### src/rtl/block_buffer_tag_directory_assert.svh
`ifndef BLOCK_BUFFER_TAG_DIRECTORY_ASSERT_SVH
`define BLOCK_BUFFER_TAG_DIRECTORY_ASSERT_SVH

// same-cycle implication
`define BBTD_ASSERT_IMP(lbl, clk, rst, ante, cons, msg) \
  lbl: assert property (@(posedge clk) disable iff (rst) (ante) |-> (cons)) else $error(msg);

// next-cycle implication
`define BBTD_ASSERT_NXT(lbl, clk, rst, ante, cons, msg) \
  lbl: assert property (@(posedge clk) disable iff (rst) (ante) |=> (cons)) else $error(msg);

`endif

### src/rtl/bbtd_pkg.sv
package bbtd_pkg;

  localparam int NUM_BUFFERS = 32;
  localparam int SLOT_W = 5;
  localparam int DEPTH = 1 << SLOT_W;
  localparam int POOL = (NUM_BUFFERS < DEPTH) ? NUM_BUFFERS : DEPTH;
  localparam int DEV_W = 8;
  localparam int BLOCK_W = 32;
  localparam int COUNT_W = 8;

  localparam logic [SLOT_W-1:0] POOL_LAST = SLOT_W'(POOL - 1);
  localparam logic [SLOT_W:0] POOL_SIZE = (SLOT_W + 1)'(POOL);
  localparam logic [COUNT_W-1:0] COUNT_MAX = '1;

  typedef logic [SLOT_W-1:0] slot_t;

  typedef enum logic [1:0] {
    CMD_ACQUIRE = 2'd0,
    CMD_RELEASE = 2'd1,
    CMD_PIN     = 2'd2,
    CMD_NONE    = 2'd3
  } cmd_t;

  typedef enum logic [1:0] {
    STATUS_OK        = 2'd0,
    STATUS_NO_FREE   = 2'd1,
    STATUS_UNDERFLOW = 2'd2,
    STATUS_OVERFLOW  = 2'd3
  } status_t;

  typedef struct packed {
    logic               is_tagged;
    logic [DEV_W-1:0]   device;
    logic [BLOCK_W-1:0] blk;
    logic [COUNT_W-1:0] count;
    logic               contents_valid;
  } entry_t;

  typedef struct packed {
    logic  en;
    slot_t addr;
  } rd_req_t;

  typedef struct packed {
    logic   en;
    slot_t  addr;
    entry_t data;
  } wr_req_t;

  typedef struct packed {
    slot_t              buffer_slot;
    logic               hit;
    logic               need_fill;
    logic [COUNT_W-1:0] new_count;
    status_t            status;
  } result_t;

endpackage

### src/rtl/bbtd_ram.sv
module bbtd_ram (
  input  logic             clk,
  input  logic             rst,
  input  bbtd_pkg::rd_req_t rd,
  output bbtd_pkg::entry_t  rd_data,
  input  bbtd_pkg::wr_req_t wr
);
  import bbtd_pkg::*;

  entry_t           mem [DEPTH];
  logic [DEPTH-1:0] live;
  entry_t           rd_q;
  logic             rd_live;

  // written entries are live, the rest read as the reset value
  always_ff @(posedge clk) begin
    if (rst) begin
      live    <= '0;
      rd_live <= 1'b0;
    end else begin
      if (rd.en) begin
        rd_live <= live[rd.addr];
      end
      if (wr.en) begin
        live[wr.addr] <= 1'b1;
      end
    end
  end

  always_ff @(posedge clk) begin
    if (rd.en) begin
      rd_q <= mem[rd.addr];
    end
    if (wr.en) begin
      mem[wr.addr] <= wr.data;
    end
  end

  assign rd_data = rd_live ? rd_q : '0;

endmodule

### src/rtl/bbtd_ctrl.sv
`include "block_buffer_tag_directory_assert.svh"

module bbtd_ctrl (
  input  logic                              clk,
  input  logic                              rst,
  input  logic                              in_valid,
  output logic                              in_ready,
  input  logic [1:0]                        command,
  input  logic [bbtd_pkg::DEV_W-1:0]        device,
  input  logic [bbtd_pkg::BLOCK_W-1:0]      block_number,
  input  bbtd_pkg::slot_t                   slot,
  output bbtd_pkg::rd_req_t                 rd,
  input  bbtd_pkg::entry_t                  rd_data,
  output bbtd_pkg::wr_req_t                 wr,
  output logic                              res_valid,
  input  logic                              res_ready,
  output bbtd_pkg::result_t                 res
);
  import bbtd_pkg::*;

  typedef enum logic [2:0] {
    ST_IDLE,
    ST_SCAN,
    ST_DECIDE,
    ST_RMW,
    ST_RESP
  } state_t;

  state_t             state;
  cmd_t               cmd;
  cmd_t               cmd_in;
  logic [DEV_W-1:0]   dev;
  logic [BLOCK_W-1:0] blk;
  slot_t              slot_q;
  slot_t              chk_idx;
  logic               m_found;
  slot_t              m_idx;
  logic [COUNT_W-1:0] m_count;
  logic               m_valid;
  logic               f_found;
  slot_t              f_idx;
  logic               match;
  logic [COUNT_W-1:0] m_up;
  logic [COUNT_W-1:0] rd_up;
  logic [COUNT_W-1:0] rd_down;
  result_t            res_next;

  assign cmd_in   = cmd_t'(command);
  assign in_ready = (state == ST_IDLE);
  assign match    = rd_data.is_tagged && (rd_data.device == dev) && (rd_data.blk == blk);
  assign m_up     = m_count + COUNT_W'(1);
  assign rd_up    = rd_data.count + COUNT_W'(1);
  assign rd_down  = rd_data.count - COUNT_W'(1);

  always_comb begin
    rd       = '0;
    wr       = '0;
    res_next = '0;
    case (state)
      ST_IDLE: begin
        rd.en   = in_valid;
        rd.addr = (cmd_in == CMD_ACQUIRE) ? '0 : slot;
      end
      ST_SCAN: begin
        rd.en   = (chk_idx != POOL_LAST);
        rd.addr = chk_idx + SLOT_W'(1);
      end
      ST_DECIDE: begin
        if (m_found) begin
          if (m_count == COUNT_MAX) begin
            res_next = '{buffer_slot: m_idx, hit: 1'b1, need_fill: 1'b0,
                         new_count: m_count, status: STATUS_OVERFLOW};
          end else begin
            wr.en   = 1'b1;
            wr.addr = m_idx;
            wr.data = '{is_tagged: 1'b1, device: dev, blk: blk, count: m_up,
                        contents_valid: 1'b1};
            res_next = '{buffer_slot: m_idx, hit: 1'b1, need_fill: !m_valid,
                         new_count: m_up, status: STATUS_OK};
          end
        end else if (f_found) begin
          wr.en   = 1'b1;
          wr.addr = f_idx;
          wr.data = '{is_tagged: 1'b1, device: dev, blk: blk, count: COUNT_W'(1),
                      contents_valid: 1'b1};
          res_next = '{buffer_slot: f_idx, hit: 1'b0, need_fill: 1'b1,
                       new_count: COUNT_W'(1), status: STATUS_OK};
        end else begin
          res_next.status = STATUS_NO_FREE;
        end
      end
      ST_RMW: begin
        res_next.buffer_slot = slot_q;
        wr.addr              = slot_q;
        wr.data              = rd_data;
        if (cmd == CMD_RELEASE) begin
          if (rd_data.count == '0) begin
            res_next.status = STATUS_UNDERFLOW;
          end else begin
            wr.en              = 1'b1;
            wr.data.count      = rd_down;
            res_next.new_count = rd_down;
          end
        end else begin
          if (rd_data.count == COUNT_MAX) begin
            res_next.new_count = rd_data.count;
            res_next.status    = STATUS_OVERFLOW;
          end else begin
            wr.en              = 1'b1;
            wr.data.count      = rd_up;
            res_next.new_count = rd_up;
          end
        end
      end
      default: begin
      end
    endcase
  end

  always_ff @(posedge clk) begin
    if (rst) begin
      state     <= ST_IDLE;
      res_valid <= 1'b0;
    end else begin
      case (state)
        ST_IDLE: begin
          if (in_valid) begin
            cmd     <= cmd_in;
            dev     <= device;
            blk     <= block_number;
            slot_q  <= slot;
            chk_idx <= '0;
            m_found <= 1'b0;
            f_found <= 1'b0;
            if (cmd_in == CMD_ACQUIRE) begin
              state <= ST_SCAN;
            end else if (cmd_in == CMD_NONE || {1'b0, slot} >= POOL_SIZE) begin
              res       <= '{buffer_slot: slot, hit: 1'b0, need_fill: 1'b0,
                             new_count: '0, status: STATUS_OK};
              res_valid <= 1'b1;
              state     <= ST_RESP;
            end else begin
              state <= ST_RMW;
            end
          end
        end
        ST_SCAN: begin
          if (!m_found && match) begin
            m_found <= 1'b1;
            m_idx   <= chk_idx;
            m_count <= rd_data.count;
            m_valid <= rd_data.contents_valid;
          end
          if (!f_found && rd_data.count == '0) begin
            f_found <= 1'b1;
            f_idx   <= chk_idx;
          end
          if (chk_idx == POOL_LAST) begin
            state <= ST_DECIDE;
          end else begin
            chk_idx <= chk_idx + SLOT_W'(1);
          end
        end
        ST_DECIDE, ST_RMW: begin
          res       <= res_next;
          res_valid <= 1'b1;
          state     <= ST_RESP;
        end
        ST_RESP: begin
          if (res_ready) begin
            res_valid <= 1'b0;
            state     <= ST_IDLE;
          end
        end
        default: begin
          state <= ST_IDLE;
        end
      endcase
    end
  end

  `BBTD_ASSERT_IMP(a_write_only_update, clk, rst, wr.en, (state == ST_DECIDE || state == ST_RMW), "memory write outside an update state")
  `BBTD_ASSERT_NXT(a_write_then_resp, clk, rst, wr.en, (state == ST_RESP && res_valid), "update did not produce a result")
  `BBTD_ASSERT_IMP(a_resp_valid, clk, rst, (state == ST_RESP), res_valid, "result state without a valid result")
  `BBTD_ASSERT_IMP(a_hit_status, clk, rst, (res_valid && res.hit), (res.status == STATUS_OK || res.status == STATUS_OVERFLOW), "hit with a bad status")
  `BBTD_ASSERT_IMP(a_scan_bound, clk, rst, (state == ST_SCAN), (chk_idx <= POOL_LAST), "scan ran past the pool")

endmodule

### src/rtl/block_buffer_tag_directory.sv
// Tag directory for a pool of disk block buffers. Each transaction carries a command: acquire
// looks up (device, block_number) and grants the matching slot, or else retags the lowest slot
// whose reference count is zero; release and pin step the count of the addressed slot. One
// result comes back per transaction with the slot, hit, need_fill, the new count and a status
// (ok, no free buffer, underflow, overflow). The slot entries live in one tag memory with a
// single read port, so an acquire reads every slot of the pool in turn before it decides;
// release and pin read only the addressed slot. Transactions are handled one at a time. A
// finished result sits in an output register, and the next transaction is accepted while it
// waits there.
module block_buffer_tag_directory (
  input  logic                         clk,
  input  logic                         rst,
  input  logic                         in_valid,
  output logic                         in_ready,
  input  logic [1:0]                   command,
  input  logic [bbtd_pkg::DEV_W-1:0]   device,
  input  logic [bbtd_pkg::BLOCK_W-1:0] block_number,
  input  logic [bbtd_pkg::SLOT_W-1:0]  slot,
  output logic                         out_valid,
  input  logic                         out_ready,
  output logic [bbtd_pkg::SLOT_W-1:0]  buffer_slot,
  output logic                         hit,
  output logic                         need_fill,
  output logic [bbtd_pkg::COUNT_W-1:0] new_count,
  output logic [1:0]                   status
);
  import bbtd_pkg::*;

  rd_req_t rd;
  wr_req_t wr;
  entry_t  rd_data;
  logic    res_valid;
  logic    res_ready;
  result_t res;
  result_t out_q;

  bbtd_ram u_ram (
    .clk     (clk),
    .rst     (rst),
    .rd      (rd),
    .rd_data (rd_data),
    .wr      (wr)
  );

  bbtd_ctrl u_ctrl (
    .clk          (clk),
    .rst          (rst),
    .in_valid     (in_valid),
    .in_ready     (in_ready),
    .command      (command),
    .device       (device),
    .block_number (block_number),
    .slot         (slot),
    .rd           (rd),
    .rd_data      (rd_data),
    .wr           (wr),
    .res_valid    (res_valid),
    .res_ready    (res_ready),
    .res          (res)
  );

  // output register
  assign res_ready = !out_valid || out_ready;

  always_ff @(posedge clk) begin
    if (rst) begin
      out_valid <= 1'b0;
    end else if (res_valid && res_ready) begin
      out_valid <= 1'b1;
    end else if (out_ready) begin
      out_valid <= 1'b0;
    end
  end

  always_ff @(posedge clk) begin
    if (res_valid && res_ready) begin
      out_q <= res;
    end
  end

  assign buffer_slot = out_q.buffer_slot;
  assign hit         = out_q.hit;
  assign need_fill   = out_q.need_fill;
  assign new_count   = out_q.new_count;
  assign status      = out_q.status;

endmodule
### config.mk
export PLATFORM = sky130hd
export DESIGN_NAME = block_buffer_tag_directory
export DESIGN_NICKNAME = d
export VERILOG_FILES = /design/src/rtl/bbtd_pkg.sv /design/src/rtl/bbtd_ram.sv /design/src/rtl/bbtd_ctrl.sv /design/src/rtl/block_buffer_tag_directory.sv
export VERILOG_INCLUDE_DIRS = /design/src /design/src/rtl
export SDC_FILE = /design/constraint.sdc
export NUM_CORES = 2
export LEC_CHECK = 0
export ABC_AREA = 0
export ABC_CLOCK_PERIOD_IN_PS = 11600
export BUFFER_PORTS_ARGS = -buffer_cell sky130_fd_sc_hd__buf_2
export CORE_MARGIN = 4
export CORE_UTILIZATION = 35
export CTS_BUF_LIST = sky130_fd_sc_hd__clkbuf_4 sky130_fd_sc_hd__clkbuf_8 sky130_fd_sc_hd__clkbuf_16
export CTS_CLUSTER_DIAMETER = 150
export DETAILED_ROUTE_END_ITERATION = 10
export PLACE_DENSITY = 0.6
export REMOVE_ABC_BUFFERS = 1
export SETUP_SLACK_MARGIN = 0.1
export SLEW_MARGIN = 25
export SYNTH_ARGS = -nofsm -noshare
export SYNTH_HDL_FRONTEND = slang
export SYNTH_SLANG_ARGS = --single-unit
### constraint.sdc
create_clock -name clk -period 11.6 [get_ports clk]
set_input_delay 1.16 -clock clk [delete_from_list [all_inputs] [get_ports clk]]
set_output_delay 1.16 -clock clk [all_outputs]
set_load 0.02 [all_outputs]
==> impl_metrics.csv <==
group,metric,value,unit
routing,first_pass_iters,5,
setup_path,crit_path_end_kind,"flip-flop",
synthesis,yosysUniqueCellTypes,77,
power,pwr-share-seq,0.494,
flow_run,cap_viol_max_count,0,
hold_path,hold_path.class,"reg -> reg",
setup_path,worst-path-buf-inv,3,
routing,vias,38200,
power,p_int,11200,uW
synthesis,async_reset_ff_frac,0,
clocking,clkTransAtPathRegs,60,ps
timing,rsz0062_at_grt,"false",
setup_path,max_stage_delay,950,ps
grt,grt_pass1_vias,37000,
setup_path,path_cells,"buf_4, nand2_1, inv_1, ha_1, and3_1, nand4_1, a32oi_2, nor2_1, nand2_1, nor2_4, buf_4",
timing,drv_slew,0,
power,p_leak,0.0300,uW
clocking,h-tree-depth,4,
setup_path,start_kind,"flip-flop",
clocking,tritoncts,"yes",
clocking,cts.path.max_buffers,3,
synthesis,ys_ff_latch,1795,
power,switchingPower,3610,uW
synthesis,synth_cells,4087,
grt,grt_pass1_wl,271000,um
routing,post-route-drc-count,0,
routing,ant_nets,0,
grt,overflow,0,
floorplan,core_area,205000,um2
timing,worst_clock_skew,36.7,ps
cells_and_area,nets,4295,
status,outcome,"completed",
clocking,ctsResizeCount,0,
routing,drt_iter0_drc,4485,
timing,worst_hold_slack,394,ps
clocking,numCtsBuffers,181,
setup_path,cp.arrival,5570,ps
placed_design,io_buffers,69,
placed_design,place_congestion,0.783,
synthesis,netlist_area,72300,um2
timing,fin_crit_sh,0.445,
cells_and_area,utilization,0.401,
power,p_per_area,180,nW/um2
power,combPwrFrac,0.117,
clocking,root_buffer,"clkbuf_16",
setup_path,critical_path_required,12010,ps
grt,antenna_found_initial,5,
synthesis,yosys_warnings,0,
synthesis,ys_seq_area_frac,0.740,
timing,min_period,5160,ps
setup_path,crit_type,"reg -> reg",
power,finalPower,14800,uW
routing,routed_wl,192000,um
setup_path,cp_max_fo,50,
clocking,clock_latency,800,ps
power,power.clock.fraction,0.389,
floorplan,rows,166,
floorplan,die_area,214000,um2
synthesis,syn_avg_cell_area,17.7,um2
timing,finalSetupViolations,0,
power,swShare,0.243,
cells_and_area,drive_above_1_share,0.137,
floorplan,start_util,0.353,
floorplan,boundaryPins,70,
power,vdd_drop_max,154,uV
grt,grt_max_degree,127,
grt,track_usage,0.173,
timing,slew_headroom,0.246,
setup_path,slowest_stage,"nor2_4",
floorplan,die_h,462,um
clocking,cts.hold.buffers_added,0,
timing,worstMarginPinSlew,1130,ps
floorplan,die_w,462,um
setup_path,crit_family,"simple AND/OR/NAND/NOR gates",
timing,max_freq,194,MHz
cells_and_area,syn2layout_area_growth,13.7,%
routing,wl_per_cell,27.2,um
placed_design,place_hpwl,96700,um
clocking,cts.sinks,1795,
routing,detail_route.vias_per_cell,5.41,
synthesis,synthFlopType,"edfxtp_1",
synthesis,synth_edf_count,1757,
clocking,cts_setup_buffers,0,
timing,hold_violations,0,
## state kept, by name, indices dropped and copies added (netlist names)
name,cells
u_ram.rd_q,50
u_ctrl.dev,8
u_ram.mem,1600
u_ctrl.f_found,1
u_ctrl.m_idx,5
u_ram.live,32
new_count,8
u_ctrl.m_found,1
u_ram.rd_live,1
u_ctrl.state,3
u_ctrl.res_valid,1
u_ctrl.blk,32
out_valid,1
u_ctrl.slot_q,5
u_ctrl.chk_idx,5
u_ctrl.f_idx,5
u_ctrl.m_count,8
u_ctrl.m_valid,1
u_ctrl.cmd,2
need_fill,1
hit,1
status,2
buffer_slot,5
u_ctrl.res,17
## synthesized netlist by cell type, types with 9 or more instances
| library cell | number | area share |
|---|---|---|
| edfxtp_1 | 1757 | 0.73 |
| mux2i_1 | 1161 | 0.16 |
| o22ai_1 | 157 | 0.014 |
| buf_2 | 125 | 0.0087 |
| nor2_1 | 114 | 0.0059 |
| clkbuf_1 | 59 | 0.0031 |
| nand2_1 | 58 | 0.0030 |
| a21oi_1 | 54 | 0.0037 |
| nor4_1 | 54 | 0.0047 |
| mux2_2 | 51 | 0.0079 |
| o2bb2ai_1 | 50 | 0.0061 |
| dfxtp_1 | 38 | 0.011 |
| a22o_1 | 36 | 0.0044 |
| o21ai_0 | 33 | 0.0023 |
| inv_1 | 29 | 0.0015 |
| buf_4 | 25 | 0.0026 |
| nor2b_1 | 20 | 0.0017 |
| a22oi_1 | 18 | 0.0019 |
| and2_1 | 18 | 0.0016 |
| nand3_1 | 18 | 0.0012 |
| xnor2_1 | 16 | 0.0019 |
| nor3_1 | 15 | 0.0010 |
| a211oi_1 | 13 | 0.0014 |
| nand2b_1 | 13 | 0.0011 |
| a31o_2 | 10 | 0.0012 |
| and3_1 | 10 | 0.00087 |
| ha_1 | 10 | 0.0017 |
| nor4bb_1 | 10 | 0.0014 |
| nand4_1 | 9 | 0.00078 |
## cells by family after synthesis
family	Yosys count	synth area share
XOR/XNOR	23	0.00279
AO/OA/AOI/OAI	435	0.0426
buffers and inverters	245	0.0168
adder cells (fa/ha/maj)	10	0.00173
AND/OR/NAND/NOR	367	0.0269
multiplexers	1212	0.169
flip-flops	1795	0.740
## per-stage QoR
step | instances | setup WS, ps | TNS, ps | cell area [um2]
CTS | 7066 | 6520 | 0 | 82100
detailed placement | 6735 | 5710 | 0 | 76200
floorplan | 3871 | -46520 | -2259790 | 71200
global route | 7070 | 6300 | 0 | 82200
global placement | 6730 | 5800 | 0 | 76100
finish | 7071 | 6440 | 0 | 82200
## worst register-to-register path, stage by stage, from the launching register on
cell and delay, ps:
dfxtp_2 310, buf_4 360, nand2_1 270, inv_1 130
ha_1 250, and3_1 230, nand4_1 210, a32oi_2 290
nor2_1 280, nand2_1 510, nor2_4 950, buf_4 920
## power by group through the flow
stage,Clock [uW],Combinational (uW),Sequential (uW)
6_report,5770,1740,7330
3_5_place_dp,0,1720,7460
5_1_grt,6140,1840,7330
3_3_place_gp,0,1700,7460
2_1_floorplan,0,3920,7430
4_1_cts,5870,1730,7330
## cell usage in the layout (no fill, tap or decap), types with 7 or more instances in the layout
cell	n
edfxtp_1	1757
a22oi_1	18
clkinv_1	50
mux2_2	51
bufinv_16	11
nor2b_1	20
clkbuf_16	186
nor2_4	33
nand2b_1	13
a221oi_1	7
o21ai_1	11
buf_12	7
clkbuf_4	50
o22ai_1	154
nand4_1	9
o2bb2ai_1	50
clkinv_2	22
nor4bb_1	10
nor4_1	54
a31o_2	10
xor2_1	7
nand3_1	16
a22o_1	31
buf_4	97
nand2_1	56
and3_1	10
a211oi_1	13
o21ai_0	21
nor2_1	81
dfxtp_1	37
xnor2_1	16
mux2i_1	1161
inv_1	27
ha_1	10
buf_2	69
nor3_1	12
a21oi_1	54
and2_1	17
## worst paths after layout
kind	start	endpoint	slack [ps]	depth (start not counted)
worst max-delay path	u_ram.rd_live	u_ram.mem[20][3]	6440	11
worst min-delay path	u_ctrl.res[14]	buffer_slot[2]	390	0
worst max register to register	u_ram.rd_live	u_ram.mem[20][3]	6440	11
worst min register to register	u_ctrl.res[14]	buffer_slot[2]	390	0
## metal layers
layer  global-route usage  vias to the layer above  share of wire
li1                     -                    16700              -
met1                0.251                    19900           0.45
met2                0.272                     1437           0.46
met3               0.0276                      288          0.068
met4               0.0452                        0          0.023
met5                    0                        -              0
## area by class of cell
cell class	instances	area, um2
Antenna cell	1	2.50
Clock buffer	236	5030
Clock inverter	95	850
Fill cell	18200	123000
Inverter	29	111
Multi-Input combinational cell	2047	18000
Sequential cell	1795	53500
Tap cell	2688	3360
Timing Repair Buffer	180	1340
No activity file was read; power rests on OpenSTA's default activity.
